<file path="src/design/ltf_pkg.sv">
// shared widths, constants and register codes for the langevin force block
// no dependencies
package ltf_pkg;

   // fixed point field widths
   localparam int FIX_W   = 32;               // q16.16 mass, velocity, force, gamma, scale
   localparam int FRAC_W  = 16;               // fraction bits of q16.16
   localparam int RAND_W  = 16;               // random fraction width
   localparam int GM_W    = 48;               // gamma times mass, q16.16 below 2^48
   localparam int SCALE_W = 33;               // noise scale after optional sqrt(3) boost
   localparam int CMAG_W  = 16;               // magnitude of centered random, up to one half
   localparam int A_W     = 33;               // scale times centered random
   localparam int FR_W    = 44;               // signed friction term, magnitude clamped to 2^42
   localparam int FRMAG_W = 43;
   localparam int NZ_W    = 41;               // noise term magnitude
   localparam int SUM_W   = 45;               // exact signed sum before saturation

   // rounding and boost constants
   localparam logic [FRAC_W:0] HALF_Q16  = 17'd32768;
   localparam logic [16:0]     SQRT3_Q16 = 17'd113512;
   localparam logic [63:0]     FRICTION_LIMIT = 64'd1 << 42;

   // square root pipeline: radicand is mass shifted up by the fraction width
   localparam int RAD_W       = FIX_W + FRAC_W;
   localparam int ROOT_W      = RAD_W / 2;
   localparam int REM_W       = ROOT_W + 2;
   localparam int SQRT_STEPS  = 2;            // result bits per pipeline stage
   localparam int SQRT_STAGES = ROOT_W / SQRT_STEPS;

   // lane timing: friction is ready at stage 3 and waits for the root
   localparam int LANE_DELAY = SQRT_STAGES - 3;
   localparam int PIPE_DEPTH = SQRT_STAGES + 2;

   // configuration register indexes
   localparam int CSR_IDX_W = 2;
   typedef enum logic [CSR_IDX_W-1:0] {
      REG_FRICTION_GAMMA = 2'd0,
      REG_NOISE_SCALE    = 2'd1,
      REG_HEAT_BOOST     = 2'd2
   } csr_reg_type;

   // one result: three saturated force components
   typedef struct packed {
      logic [FIX_W-1:0] x;
      logic [FIX_W-1:0] y;
      logic [FIX_W-1:0] z;
   } force_vec_type;

endpackage

</file>
<file path="src/design/ltf_merge.sv">
// merges the three lane sums into one saturated result with output and skid registers
// depends on ltf_pkg
module ltf_merge (
   input  logic                      clock,
   input  logic                      reset,
   input  logic                      tail_valid,
   input  logic [ltf_pkg::SUM_W-1:0] sum_x,
   input  logic [ltf_pkg::SUM_W-1:0] sum_y,
   input  logic [ltf_pkg::SUM_W-1:0] sum_z,
   input  logic                      rsp_stall,
   output logic                      rsp_valid,
   output ltf_pkg::force_vec_type    rsp_data,
   output logic                      pipe_hold
);

   // clamp an exact sum to the signed 32-bit range
   function automatic logic [ltf_pkg::FIX_W-1:0] sat_force(logic [ltf_pkg::SUM_W-1:0] s);
      logic [ltf_pkg::SUM_W-ltf_pkg::FIX_W:0] top;
      top = s[ltf_pkg::SUM_W-1:ltf_pkg::FIX_W-1];
      if (top == '0 || top == '1) begin
         return s[ltf_pkg::FIX_W-1:0];
      end else if (s[ltf_pkg::SUM_W-1]) begin
         return {1'b1, {(ltf_pkg::FIX_W-1){1'b0}}};
      end else begin
         return {1'b0, {(ltf_pkg::FIX_W-1){1'b1}}};
      end
   endfunction

   ltf_pkg::force_vec_type tail_in, out_ff, out_in, skid_ff, skid_in;
   logic                   out_valid_ff, out_valid_in, skid_valid_ff, skid_valid_in;
   logic                   out_take;

   // output register first, skid register when the output is stalled
   always_comb begin
      tail_in.x     = sat_force(sum_x);
      tail_in.y     = sat_force(sum_y);
      tail_in.z     = sat_force(sum_z);
      out_take      = out_valid_ff & ~rsp_stall;
      out_in        = out_ff;
      out_valid_in  = out_valid_ff;
      skid_in       = skid_ff;
      skid_valid_in = skid_valid_ff;
      if (skid_valid_ff) begin
         if (out_take) begin
            out_in        = skid_ff;
            out_valid_in  = 1'b1;
            skid_valid_in = 1'b0;
         end
      end else if (!out_valid_ff || out_take) begin
         out_in       = tail_in;
         out_valid_in = tail_valid;
      end else if (tail_valid) begin
         skid_in       = tail_in;
         skid_valid_in = 1'b1;
      end
   end

   // valid flags
   always_ff @(posedge clock) begin
      if (reset) begin
         out_valid_ff  <= 1'b0;
         skid_valid_ff <= 1'b0;
      end else begin
         out_valid_ff  <= out_valid_in;
         skid_valid_ff <= skid_valid_in;
      end
   end

   // result payload
   always_ff @(posedge clock) begin
      out_ff  <= out_in;
      skid_ff <= skid_in;
   end

   assign rsp_valid = out_valid_ff;
   assign rsp_data  = out_ff;
   assign pipe_hold = skid_valid_ff;

endmodule

</file>
<file path="config.mk">
export PLATFORM = sky130hd
export DESIGN_NAME = ltf_merge
export DESIGN_NICKNAME = d
export VERILOG_FILES = /design/src/design/ltf_pkg.sv /design/src/design/ltf_merge.sv
export SDC_FILE = /design/constraint.sdc
export NUM_CORES = 1
export LEC_CHECK = 0
export ABC_AREA = 1
export BUFFER_PORTS_ARGS = -buffer_cell sky130_fd_sc_hd__clkbuf_2
export CORE_MARGIN = 10
export CORE_UTILIZATION = 29
export CTS_CLUSTER_SIZE = 8
export DETAILED_ROUTE_END_ITERATION = 6
export PLACE_DENSITY = 0.55
export SYNTH_ARGS = -nofsm -noshare
export SYNTH_HDL_FRONTEND = slang
export SYNTH_SLANG_ARGS = --single-unit
</file>
<file path="constraint.sdc">
create_clock -name clock -period 7.5 [get_ports clock]
set_input_delay 2.25 -clock clock [delete_from_list [all_inputs] [get_ports clock]]
set_output_delay 2.25 -clock clock [all_outputs]
set_load 0.05 [all_outputs]
</file>
# ---- Yosys cells after proc, flatten, opt, wreduce, memory -nomap -nowiden
# Cells that the tools add are included.
dict set report op_classes {
  n_mux 16
  div 0
  reduce_logical 11
  order_cmp 0
  eq_ne 4
  mul 0
  n_shift 0
  addsub 0
  bitwise 4
}
# cell count
set op_table {}
lappend op_table {{96-bit two-way mux} 3}
lappend op_table {{32-bit two-way mux} 6}
lappend op_table {{14-bit equality test, second input constant} 3}
lappend op_table {{14-bit logical NOT} 3}
lappend op_table {{1-bit two-way mux} 7}
lappend op_table {{1-bit logical OR} 4}
lappend op_table {{1-bit inverter} 3}
lappend op_table {{3-bit AND reduction} 1}
lappend op_table {{2-bit by 1-bit != test with 1-bit output, second input constant} 1}
lappend op_table {{2-bit AND reduction} 1}
lappend op_table {{2-bit nonzero test} 1}
lappend op_table {{1-bit bitwise AND} 1}
lappend op_table {{1-bit logical NOT} 1}
dict set report totals {
  latch_bits 0
  register_bits 194
  mem_bits_ro 0
  ramBits 0
  memories 0
  in_bits 139
  out_inout_bits 98
  word_cells 43
}

# ---- Longest topological paths before layout
dict set report depth {
  word_depth 5
  ltp_mapped 11
  ltp_nobuf 10
}

# ---- Least setup slack after synthesis
# No wires, ideal clock.
dict set report synth_path {
  path_kind {in2reg}
  start {input port rsp_stall}
  end {register skid_ff[0] (netlist bit), enable pin}
  setup_time_ns 0.552
  path_buffers 0
  required_ns 6.948
  arrival_ns 6.371
  slack_ns 0.576
  cell_stages 2
  path_cell_list {nand2_1 -> nor2_1}
}
dict set report synth_via {
  elab_chain_len 5
}
# item line
set synth_lines {}
lappend synth_lines {{start: declaration} ltf_merge.sv:10} ;# input logic rsp_stall,
lappend synth_lines {{1-bit inverter} ltf_merge.sv:38} ;# out_take = out_valid_ff & ~rsp_stall;
lappend synth_lines {{1-bit bitwise AND} ltf_merge.sv:38}
lappend synth_lines {{1-bit logical OR} ltf_merge.sv:49} ;# end else if (!out_valid_ff || out_take) begin
lappend synth_lines {{1-bit inverter (no line)} n/a}
lappend synth_lines {{3-bit AND reduction (no line)} n/a}
lappend synth_lines {{end signal: assignment} ltf_merge.sv:72} ;# skid_ff <= skid_in;
lappend synth_lines {{end: declaration} ltf_merge.sv:29} ;# ltf_pkg::force_vec_type tail_in, out_ff, out_in, skid_ff, skid_in;
# Every way passes these cells.
# A chain may end at the register's enable or synchronous reset.

# ---- Worst setup path after layout
dict set report layout_path {
  start {register skid_valid_ff (netlist: pipe_hold)}
  end {output port pipe_hold}
}
# item line
set layout_lines {}
lappend layout_lines {{start: declaration} ltf_merge.sv:30} ;# logic out_valid_ff, out_valid_in, skid_valid_ff, skid_valid_in;
lappend layout_lines {{start signal: assignment} ltf_merge.sv:65} ;# skid_valid_ff <= skid_valid_in;
lappend layout_lines {{end: declaration} ltf_merge.sv:13} ;# output logic pipe_hold
# No word-level cell between the ends.

==> qor.txt <==
Yosys top cell by area: edfxtp_1
combinational group share of total power: 15.2%
Post-synth EDFFs: 192
final WL: 22300 µm
share of layout cells above drive strength 1: 34.0%
CTS Hold Bufs: 0
Top Ports: 237
Avg Inst Size Synth: 10.5 µm²
setup_tns: 0 ns
TritonCTS Buffers: 17
largest net degree at the start of global routing: 67
initial core utilization: 29.7%
Arr. time, crit path: 1.59 ns
Clock Skew: 0.0102 ns
Top FF cell, synth: edfxtp_1
startpoint types: register
I/O Buffers: 236
P_int: 1.80 mW
Skew-Pair Late Insertion Delay: 0.43 ns
Via Count: 6031
CTS tree: done
HPWL Detailed: 15200 µm
drc violations: 0
period utilization: 51.2%
post_cts resized: 0
clock period minus worst slack: 3.84 ns
setup ws final: 3.66 ns
status: complete, no violations
crit end category: output pin
worst path bufs/invs: 1
max cap viols: 0
Die Span Y: 192 µm
clock slew at reported path FFs: 0.08 ns
fin area: 10500 µm²
fin nets: 1178
Fin. Hold Viols: 0
dpl ws: 3.19 ns
clk root buf: clkbuf_16
Core ar.: 28900 µm²
gp weighted congestion: 0.754
crit path cell chain: clkbuf_2
PwrDens: 243 nW/µm²
Worst Tran Pin Value: 1.04 ns
top cells by count, synth: nand2_1 (438), edfxtp_1 (192), nand2_2 (79)
antenna-violating nets left: 0
full die area: 36900 µm²
Pre-antenna DRT Iters: 4
CP required: 5.25 ns
CTS max path bufs: 2
Warnings, synthesis: 0
Clock Power Share: 34.3%
# rows: 62
Max IR drop VDD: 0.119 mV
Seq cells post-synth: 194
top post-synthesis cells by area: edfxtp_1 (67%), nand2_1 (19%), nand2_2 (5.8%)
Async SR Flop Fraction: 0%
Slew headroom: 30.7%
sequential share of power: 50.5%
CP peak stage delay: 0.76 ns
HP Class: register to register
Mapped Nets: 960
Gate Count Post-Synth: 821
number of global-route vias before repair: 6254
post-DR vias/cell: 4.20
RSZ-0062 raised after global routing: false
Max Slew Vio Count: 0
area added between synthesis and finish: 22.5%
die width: 192 µm
GRT overflow: 0
critical path's slowest cell: dfxtp_4
Post-DP Area: 9970 µm²
highest clock rate: 260 MHz
Yosys top cell area share: 67.1%
sw frac: 29.8%
register area share after synthesis: 67.5%
count of cell types in the netlist: 19
WL per Instance: 15.6 µm
final setup fails: 0
first-pass GRT wire length: 34800 µm
leakage power: 4.67 nW
H-tree levels: 4
Switch Pwr: 0.763 mW
gr usage total: 11.9%
Post-CTS Setup Inserts: 0
most common cell in the netlist: nand2_1
final core utilization: 36.4%
clock sink count: 194
initial antenna violation count: 1
Crit path max-delay family: flip-flops
kind of critical path: register to output pin
critical path peak fanout: 55
Iteration-0 DRC Markers: 325
Power Total: 2.56 mW
Cell Area, Synth: 8590 µm²
==> power by group through the flow <==
stage               clock [mW]  sequential [mW]  combinational, mW
floorplan                    0             1.50             0.0934
global placement             0             1.32              0.393
detailed placement           0             1.32              0.396
CTS                      0.908             1.29              0.396
global route             0.944             1.30              0.419
finish                   0.877             1.29              0.389
==> registers in the layout, summed over array words and instances, names as in the netlist <==
name	count
rsp_valid	1
pipe_hold	1
rsp_data	96
skid_ff	96
==> through the flow <==
step	instances	hold WS [ns]
2_1_floorplan	821	0.491
3_3_place_gp	1404	0.498
3_5_place_dp	1404	0.501
4_1_cts	1435	0.517
5_1_grt	1435	0.534
6_report	1437	0.517
==> worst paths after layout <==
check	endpoint	slack (ns)	startpoint	depth (start not counted)
max	pipe_hold	3.66	pipe_hold	1
min	rsp_data[58]	0.52	skid_ff[58]	2
max reg2reg	skid_ff[16]	4.50	pipe_hold	5
min reg2reg	rsp_data[58]	0.52	skid_ff[58]	2
==> cells in the final DEF (no fill, tap or decap), types with 2 or more instances in the layout <==
cell type	Yosys	layout
nand2_1	438	438
clkbuf_2	0	236
edfxtp_1	192	192
nand2_2	79	79
nor2_1	32	31
inv_1	22	21
clkbuf_16	0	17
clkinv_4	0	6
inv_8	0	5
buf_4	7	5
o21ai_0	4	4
or2_0	3	3
diode_2	0	2
nand3_2	2	2
==> per-layer routing <==
metal | routed length [µm] | global-route usage [%] | vias up
met1 | 10000 | 14.8 | 2805
met2 | 10500 | 19.2 | 148
met5 | 0 | 0 | -
met3 | 1700 | 4.15 | 11
li1 | - | - | 3067
met4 | 164 | 2.98 | 0
==> cells by family (layout without fill, tap and decap cells) <==
group,Yosys count,in the layout,share of synthesized area [%]
other,0,2,0
DFF,194,194,67.5
AOI/OAI and AO/OA,6,6,0.378
buffers and inverters,64,294,4.95
and+or+nand+nor,557,557,27.1
==> area by class of cell <==
type,count,area [µm²]
Fill cell,2939,18400
Timing Repair Buffer,241,1220
Antenna cell,2,5.00
Sequential cell,194,5810
Inverter,22,85.1
Clock inverter,13,121
Multi-Input combinational cell,563,2380
Clock buffer,18,429
Tap cell,384,480
Power figures use the tool's default switching activity.
