--- src/design/ltf_pkg.sv ---
// shared widths, constants and register codes for the langevin force block
// no dependencies
package ltf_pkg;

   // fixed point field widths
   localparam int FIX_W   = 32;               // q16.16 mass, velocity, force, gamma, scale
   localparam int FRAC_W  = 16;               // fraction bits of q16.16
   localparam int RAND_W  = 16;               // random fraction width
   localparam int GM_W    = 48;               // gamma times mass, q16.16 below 2^48
   localparam int SCALE_W = 33;               // noise scale after optional sqrt(3) boost
   localparam int CMAG_W  = 16;               // magnitude of centered random, up to one half
   localparam int A_W     = 33;               // scale times centered random
   localparam int FR_W    = 44;               // signed friction term, magnitude clamped to 2^42
   localparam int FRMAG_W = 43;
   localparam int NZ_W    = 41;               // noise term magnitude
   localparam int SUM_W   = 45;               // exact signed sum before saturation

   // rounding and boost constants
   localparam logic [FRAC_W:0] HALF_Q16  = 17'd32768;
   localparam logic [16:0]     SQRT3_Q16 = 17'd113512;
   localparam logic [63:0]     FRICTION_LIMIT = 64'd1 << 42;

   // square root pipeline: radicand is mass shifted up by the fraction width
   localparam int RAD_W       = FIX_W + FRAC_W;
   localparam int ROOT_W      = RAD_W / 2;
   localparam int REM_W       = ROOT_W + 2;
   localparam int SQRT_STEPS  = 2;            // result bits per pipeline stage
   localparam int SQRT_STAGES = ROOT_W / SQRT_STEPS;

   // lane timing: friction is ready at stage 3 and waits for the root
   localparam int LANE_DELAY = SQRT_STAGES - 3;
   localparam int PIPE_DEPTH = SQRT_STAGES + 2;

   // configuration register indexes
   localparam int CSR_IDX_W = 2;
   typedef enum logic [CSR_IDX_W-1:0] {
      REG_FRICTION_GAMMA = 2'd0,
      REG_NOISE_SCALE    = 2'd1,
      REG_HEAT_BOOST     = 2'd2
   } csr_reg_type;

   // one result: three saturated force components
   typedef struct packed {
      logic [FIX_W-1:0] x;
      logic [FIX_W-1:0] y;
      logic [FIX_W-1:0] z;
   } force_vec_type;

endpackage

--- src/design/ltf_isqrt.sv ---
// pipelined floor square root of a 48-bit radicand, two result bits per stage
// depends on ltf_pkg
module ltf_isqrt (
   input  logic                       clock,
   input  logic                       adv,
   input  logic [ltf_pkg::RAD_W-1:0]  rad,
   output logic [ltf_pkg::ROOT_W-1:0] root
);

   typedef struct packed {
      logic [ltf_pkg::REM_W-1:0]  rem;
      logic [ltf_pkg::ROOT_W-1:0] root;
   } sqrt_state_type;

   // one restoring step: bring down two radicand bits, try to set the next root bit
   function automatic sqrt_state_type sqrt_step(sqrt_state_type st, logic [1:0] bits);
      logic [ltf_pkg::REM_W+1:0] acc;
      logic [ltf_pkg::REM_W+1:0] trial;
      sqrt_state_type            nx;
      acc   = {st.rem, bits};
      trial = (ltf_pkg::REM_W+2)'({st.root, 2'b01});
      if (acc >= trial) begin
         nx.rem  = ltf_pkg::REM_W'(acc - trial);
         nx.root = {st.root[ltf_pkg::ROOT_W-2:0], 1'b1};
      end else begin
         nx.rem  = ltf_pkg::REM_W'(acc);
         nx.root = {st.root[ltf_pkg::ROOT_W-2:0], 1'b0};
      end
      return nx;
   endfunction

   sqrt_state_type                st_ff  [0:ltf_pkg::SQRT_STAGES-1];
   sqrt_state_type                st_in  [0:ltf_pkg::SQRT_STAGES-1];
   sqrt_state_type                src_st [0:ltf_pkg::SQRT_STAGES-1];
   logic [ltf_pkg::RAD_W-1:0]     rad_ff [0:ltf_pkg::SQRT_STAGES-2];
   logic [ltf_pkg::RAD_W-1:0]     rad_in [0:ltf_pkg::SQRT_STAGES-2];
   logic [ltf_pkg::RAD_W-1:0]     src_rad[0:ltf_pkg::SQRT_STAGES-1];

   // stage inputs: first stage from the port, the rest from the previous stage
   always_comb begin
      src_st[0]  = '0;
      src_rad[0] = rad;
      for (int s = 1; s < ltf_pkg::SQRT_STAGES; s++) begin
         src_st[s]  = st_ff[s-1];
         src_rad[s] = rad_ff[s-1];
      end
   end

   // stage logic: two dependent steps on the top radicand bits
   always_comb begin
      for (int s = 0; s < ltf_pkg::SQRT_STAGES; s++) begin
         st_in[s] = src_st[s];
         for (int k = 0; k < ltf_pkg::SQRT_STEPS; k++) begin
            st_in[s] = sqrt_step(st_in[s], src_rad[s][ltf_pkg::RAD_W-1-2*k -: 2]);
         end
      end
      for (int s = 0; s < ltf_pkg::SQRT_STAGES-1; s++) begin
         rad_in[s] = src_rad[s] << (2 * ltf_pkg::SQRT_STEPS);
      end
   end

   // stage registers
   always_ff @(posedge clock) begin
      if (adv) begin
         for (int s = 0; s < ltf_pkg::SQRT_STAGES; s++) begin
            st_ff[s] <= st_in[s];
         end
         for (int s = 0; s < ltf_pkg::SQRT_STAGES-1; s++) begin
            rad_ff[s] <= rad_in[s];
         end
      end
   end

   assign root = st_ff[ltf_pkg::SQRT_STAGES-1].root;

endmodule

--- config.mk ---
export PLATFORM = sky130hd
export DESIGN_NAME = ltf_isqrt
export DESIGN_NICKNAME = d
export VERILOG_FILES = /design/src/design/ltf_pkg.sv /design/src/design/ltf_isqrt.sv
export SDC_FILE = /design/constraint.sdc
export NUM_CORES = 2
export LEC_CHECK = 0
export ABC_AREA = 1
export BUFFER_PORTS_ARGS = -buffer_cell sky130_fd_sc_hd__buf_2
export CAP_MARGIN = 5
export CORE_MARGIN = 2
export CORE_UTILIZATION = 44
export DETAILED_ROUTE_END_ITERATION = 6
export GPL_ROUTABILITY_DRIVEN = 0
export PLACE_DENSITY = 0.6
export SLEW_MARGIN = 20
export SYNTH_ARGS = -nofsm -noshare
export SYNTH_HDL_FRONTEND = slang
export SYNTH_SLANG_ARGS = --single-unit
--- constraint.sdc ---
create_clock -name clock -period 5.3 [get_ports clock]
set_clock_uncertainty 0.05 [all_clocks]
set_input_delay 0.53 -clock clock [delete_from_list [all_inputs] [get_ports clock]]
set_output_delay 0.53 -clock clock [all_outputs]
set_load 0.05 [all_outputs]
# Word level (Yosys, flattened, before mapping)
# Memories as Yosys holds them, arrays and structs flattened.
# Index checks and enable logic that the tools add are counted.
# W data, S select, Z words.
[classes] add_sub_neg=24 order_cmp=24 mux=26
[ops] cell="$mux W50" count=24
[ops] cell="$ge A28 B26 Y1" count=23
[ops] cell="$sub A26 B26 Y26" count=23
[ops] cell="$sub A2 B1 Y3 const B" count=1
[ops] cell="$ge A2 B1 Y1 const B" count=1
[ops] cell="$mux W1" count=2
[word_totals] regBits=0 wordCells=76 input_bits=50 ramBits=1084 out_inout_bits=24 memories=2
[memory_table] name="st_ff" words=12 word_bits=50 read_ports=12 rd_ports_with_merged_regs=0 write_ports=12 line="ltf_isqrt.sv:32" rtl="sqrt_state_type st_ff [0:ltf_pkg::SQRT_STAGES-1];"
[memory_table] name="rad_ff" words=11 word_bits=44 read_ports=11 rd_ports_with_merged_regs=0 write_ports=11 line="ltf_isqrt.sv:35" rtl="logic [ltf_pkg::RAD_W-1:0] rad_ff [0:ltf_pkg::SQRT_STAGES-2];"

# Longest topological paths before layout
# An unclocked memory read counts as a cell.
[depth] depth_word=5 depth_mapped=30 ltp_nobuf=27

# Worst setup path before layout
# No wires, ideal clock.
[synth_path] path_kind="flip-flop to flip-flop" start="memory st_ff[0][181] in the netlist's numbering" end="memory st_ff[1][35] in the netlist's numbering (data pin)" stages_incl_launch_ff=28 path_buffers=4 period_less_slack_ns=4.033 setup_time_ns=0.253 required_ns=4.997 arrival_ns=3.730 path_slack_ns=1.267 path_cell_list="edfxtp_1 > ha_1 > a21oi_2 > nand2_2 > nor2_4 > nand3_2 > a21oi_4 > nand2_4 > buf_6 > buf_6 > inv_1 > buf_2 > nand2_1 > o21ai_0 > ha_1 > a21oi_1 > inv_1 > a21oi_1 > inv_1 > nand4_1 > nand2_1 > inv_2 > nand2_2 > nor2_4 > nand2_4 > buf_4 > nand3_1 > nand2_1"
[synth_lines] item="start: declaration" line="ltf_isqrt.sv:32"

==> impl_metrics.toml <==
[run_status]
status = "finished, final reports clean"

[synth]
netlist.area_leader.share = 0.3969
synth-seq-cells = 689
synthFlopType = "edfxtp_1"
ys_top_cells_by_count = "nand2_1 (2293), inv_1 (1054), edfxtp_1 (689)"
async_flop_share = 0
synth.most_common_cell = "nand2_1"
synth_edf_count = 689
ys_seq_area_frac = 0.3969
synth_cells = 7044
synth_area_leaders = "edfxtp_1 (40%), nand2_1 (17%), ha_1 (7.7%)"
syn-cell-area_um2 = 52130
synth_area_leader_cell = "edfxtp_1"
synth_warnings = 0
ys_types = 68
syn_area_per_cell_um2 = 7.400

[clock_network]
cts_max_level = 3
clockBufferDepth = 3
clock_latency_ps = 690
cts_buffers = 79
cts_sinks = 689
path_clk_slew_ps = 60
cts_tree = "yes"
clockRootBuffer = "clkbuf_16"

[grt]
grtUsageMet3 = 0.03043
use_met1 = 0.3104
grt_pass1_vias = 43356
antenna_found_initial = 0
grt_overflow_total = 0
grt_pass1_wl_um = 229100
track_usage = 0.2359
grt_busiest_layer = "met2"
use_met2 = 0.3969
grt_start_max_net_pins = 146

[critical_path]
cp_slowest_cell = "edfxtp_1"
endpoint_kind = "register"
crit_buf_inv = 6
cpLargestDelayFamily = "simple AND/OR/NAND/NOR gates"
crit_fanout = 24
startpoint_type = "register"
worst_path_largest_cell_delay_ps = 590
ff2ff_path_depth = 25
critPathKind = "reg -> reg"
rr_startpoint = "st_ff[1][164]"
critPathArrivalTime_ps = 5330
timing.rr.end = "st_ff[2][44]"
worst_ep_required_time_ps = 5660
cp_common_cell = "nand2_1"
reg2reg_slack_ps = 330

[finish]
drive_gt1_frac = 0.06166
area_delta_synth_final_pct = 10.21
nets = 7587
diodes = 0
fillers = 11637

[die]
ioPinCount = 74
initial_core_util = 0.4426
core-area_um2 = 117800
die_w_um = 348.2
core.rowCount = 126
die_y_um = 348.2
dieArea_um2 = 121200

[timing]
period_needed_ps = 4972
timing.final.ws_setup_ps = 328.3
drv_slew = 0
fmax_ghz = 0.2011
finalCritPeriodShare = 0.9381
finalHoldViolations = 0
worstMarginPinSlew_ps = 851.9
slew_headroom = 0.4321
rsz0062_at_grt = "false"
setup_tns_ps = 0
setup-violations-final = 0

[min_path]
whs_path_depth = 2
hold_path_class = "in -> reg"
whs_endpoint = "st_ff[0][1]"
hp-start = "rad[46]"

[detailed_routing]
drt_iter0_markers = 4077
wire_per_inst_um = 16.49
routed_wl_um = 145400
drt-pass1-iter-count = 7
ant_nets = 0
num_vias = 46131
vias_per_cell = 5.231
drcViolationCount = 0

[power_and_ir_drop]
p_per_area_nw_per_um2 = 437.8
leakagePower_nw = 26.88
vdd_ir_drop_max_uv = 323.6

[run]
maxCapViolations = 0

[place]
dp_slack_ps = 291.0
portBuffers = 73
place_hpwl_um = 115800
## power breakdown
| part | internal (mW) | switching, mW | total, mW |
|---|---|---|---|
| sequential | 7.19 | 0.696 | 7.89 |
| combinational | 3.87 | 7.85 | 11.7 |
| clock | 3.14 | 2.40 | 5.53 |
| total | 14.2 | 10.9 | 25.2 |
## cell usage in the layout (no fill, tap or decap), types with 9 or more instances in the layout
cell / instances
clkinv_2: 20
a21oi_2: 12
buf_4: 38
nand2_2: 49
nor2_2: 27
xnor2_1: 102
o21a_1: 17
clkbuf_1: 12
buf_2: 72
nor4_1: 11
nand2_4: 13
a21o_1: 19
inv_1: 1053
clkbuf_16: 79
dlygate4sd3_1: 44
or2_2: 16
ha_1: 321
nor3_1: 71
o21ai_0: 278
a31oi_1: 22
nand4_1: 146
nor2_4: 16
a21oi_1: 351
edfxtp_1: 689
xor2_1: 155
nand2_1: 2293
clkinv_1: 14
o21ai_1: 9
nand3_2: 18
nor2_1: 669
o21bai_1: 14
nand3b_1: 32
nand3_1: 460
inv_2: 26
## per-layer routing
metal / routed length, µm / part of all wire
met3: 7652 / 0.053
met1: 65200 / 0.45
met2: 67120 / 0.46
met5: 0 / 0
met4: 5409 / 0.037
## cells by family (layout without fill, tap and decap cells)
| logic type | after synthesis | after routing | share of synthesized area |
|---|---|---|---|
| xor gates and xnor gates | 257 | 257 | 0.04318 |
| DFF | 689 | 689 | 0.3969 |
| buffers and inverters | 1156 | 1393 | 0.08723 |
| other | 1 | 2 | 0.00007194 |
| adders and majority gates | 321 | 321 | 0.07705 |
| and+or+nand+nor | 3855 | 3855 | 0.3152 |
| AOI/OAI and AO/OA | 764 | 764 | 0.08015 |
| muxes | 1 | 1 | 0.0001920 |
## sequential cells by signal, indices dropped and copies added, names as in the netlist
register and count:
st_ff 425, rad_ff 264
## area by class of cell
cell class | count | area, µm² | share of cell area
Timing Repair Buffer | 161 | 1221 | 0.02126
Tap cell | 1536 | 1922 | 0.03345
Sequential cell | 689 | 20690 | 0.3601
Clock inverter | 56 | 614.3 | 0.01069
Timing Repair inverter | 1 | 7.507 | 0.0001307
Inverter | 1084 | 4079 | 0.07100
Clock buffer | 91 | 2022 | 0.03520
Multi-Input combinational cell | 5200 | 26890 | 0.4681
## worst max-delay path by stage
stage,startpoint,endpoint,depth (start not counted)
3_3_place_gp,st_ff[1][165],st_ff[2][44],25
3_5_place_dp,st_ff[1][165],st_ff[2][44],25
2_1_floorplan,st_ff[0][181],st_ff[1][35],27
5_1_grt,st_ff[2][14],st_ff[2][91],24
6_report,st_ff[1][164],st_ff[2][44],25
4_1_cts,st_ff[1][165],st_ff[2][44],25
## timing repair
action,in CTS,in global routing
setup buffers,0,4
resized for setup,0,2
endpoints found under the hold margin,44,0
hold buffers,44,0
endpoints found under the setup margin,0,35
## stage by stage
| step | std cells | hold WS, ps | utilization | instance area, µm² | power, mW |
|---|---|---|---|---|---|
| detailed placement | 8622 | 354.5 | 0.4612 | 54320 | 19.47 |
| CTS | 8813 | 13.00 | 0.4874 | 57400 | 25.14 |
| global route | 8818 | 38.78 | 0.4878 | 57450 | 27.07 |
| finish | 8818 | 60.67 | 0.4878 | 57450 | 25.15 |
| floorplan | 7045 | 350.3 | - | 52130 | 16.23 |
| global placement | 8622 | 350.2 | 0.4612 | 54320 | 19.41 |
Note: power is estimated with default switching activity, not from simulation.
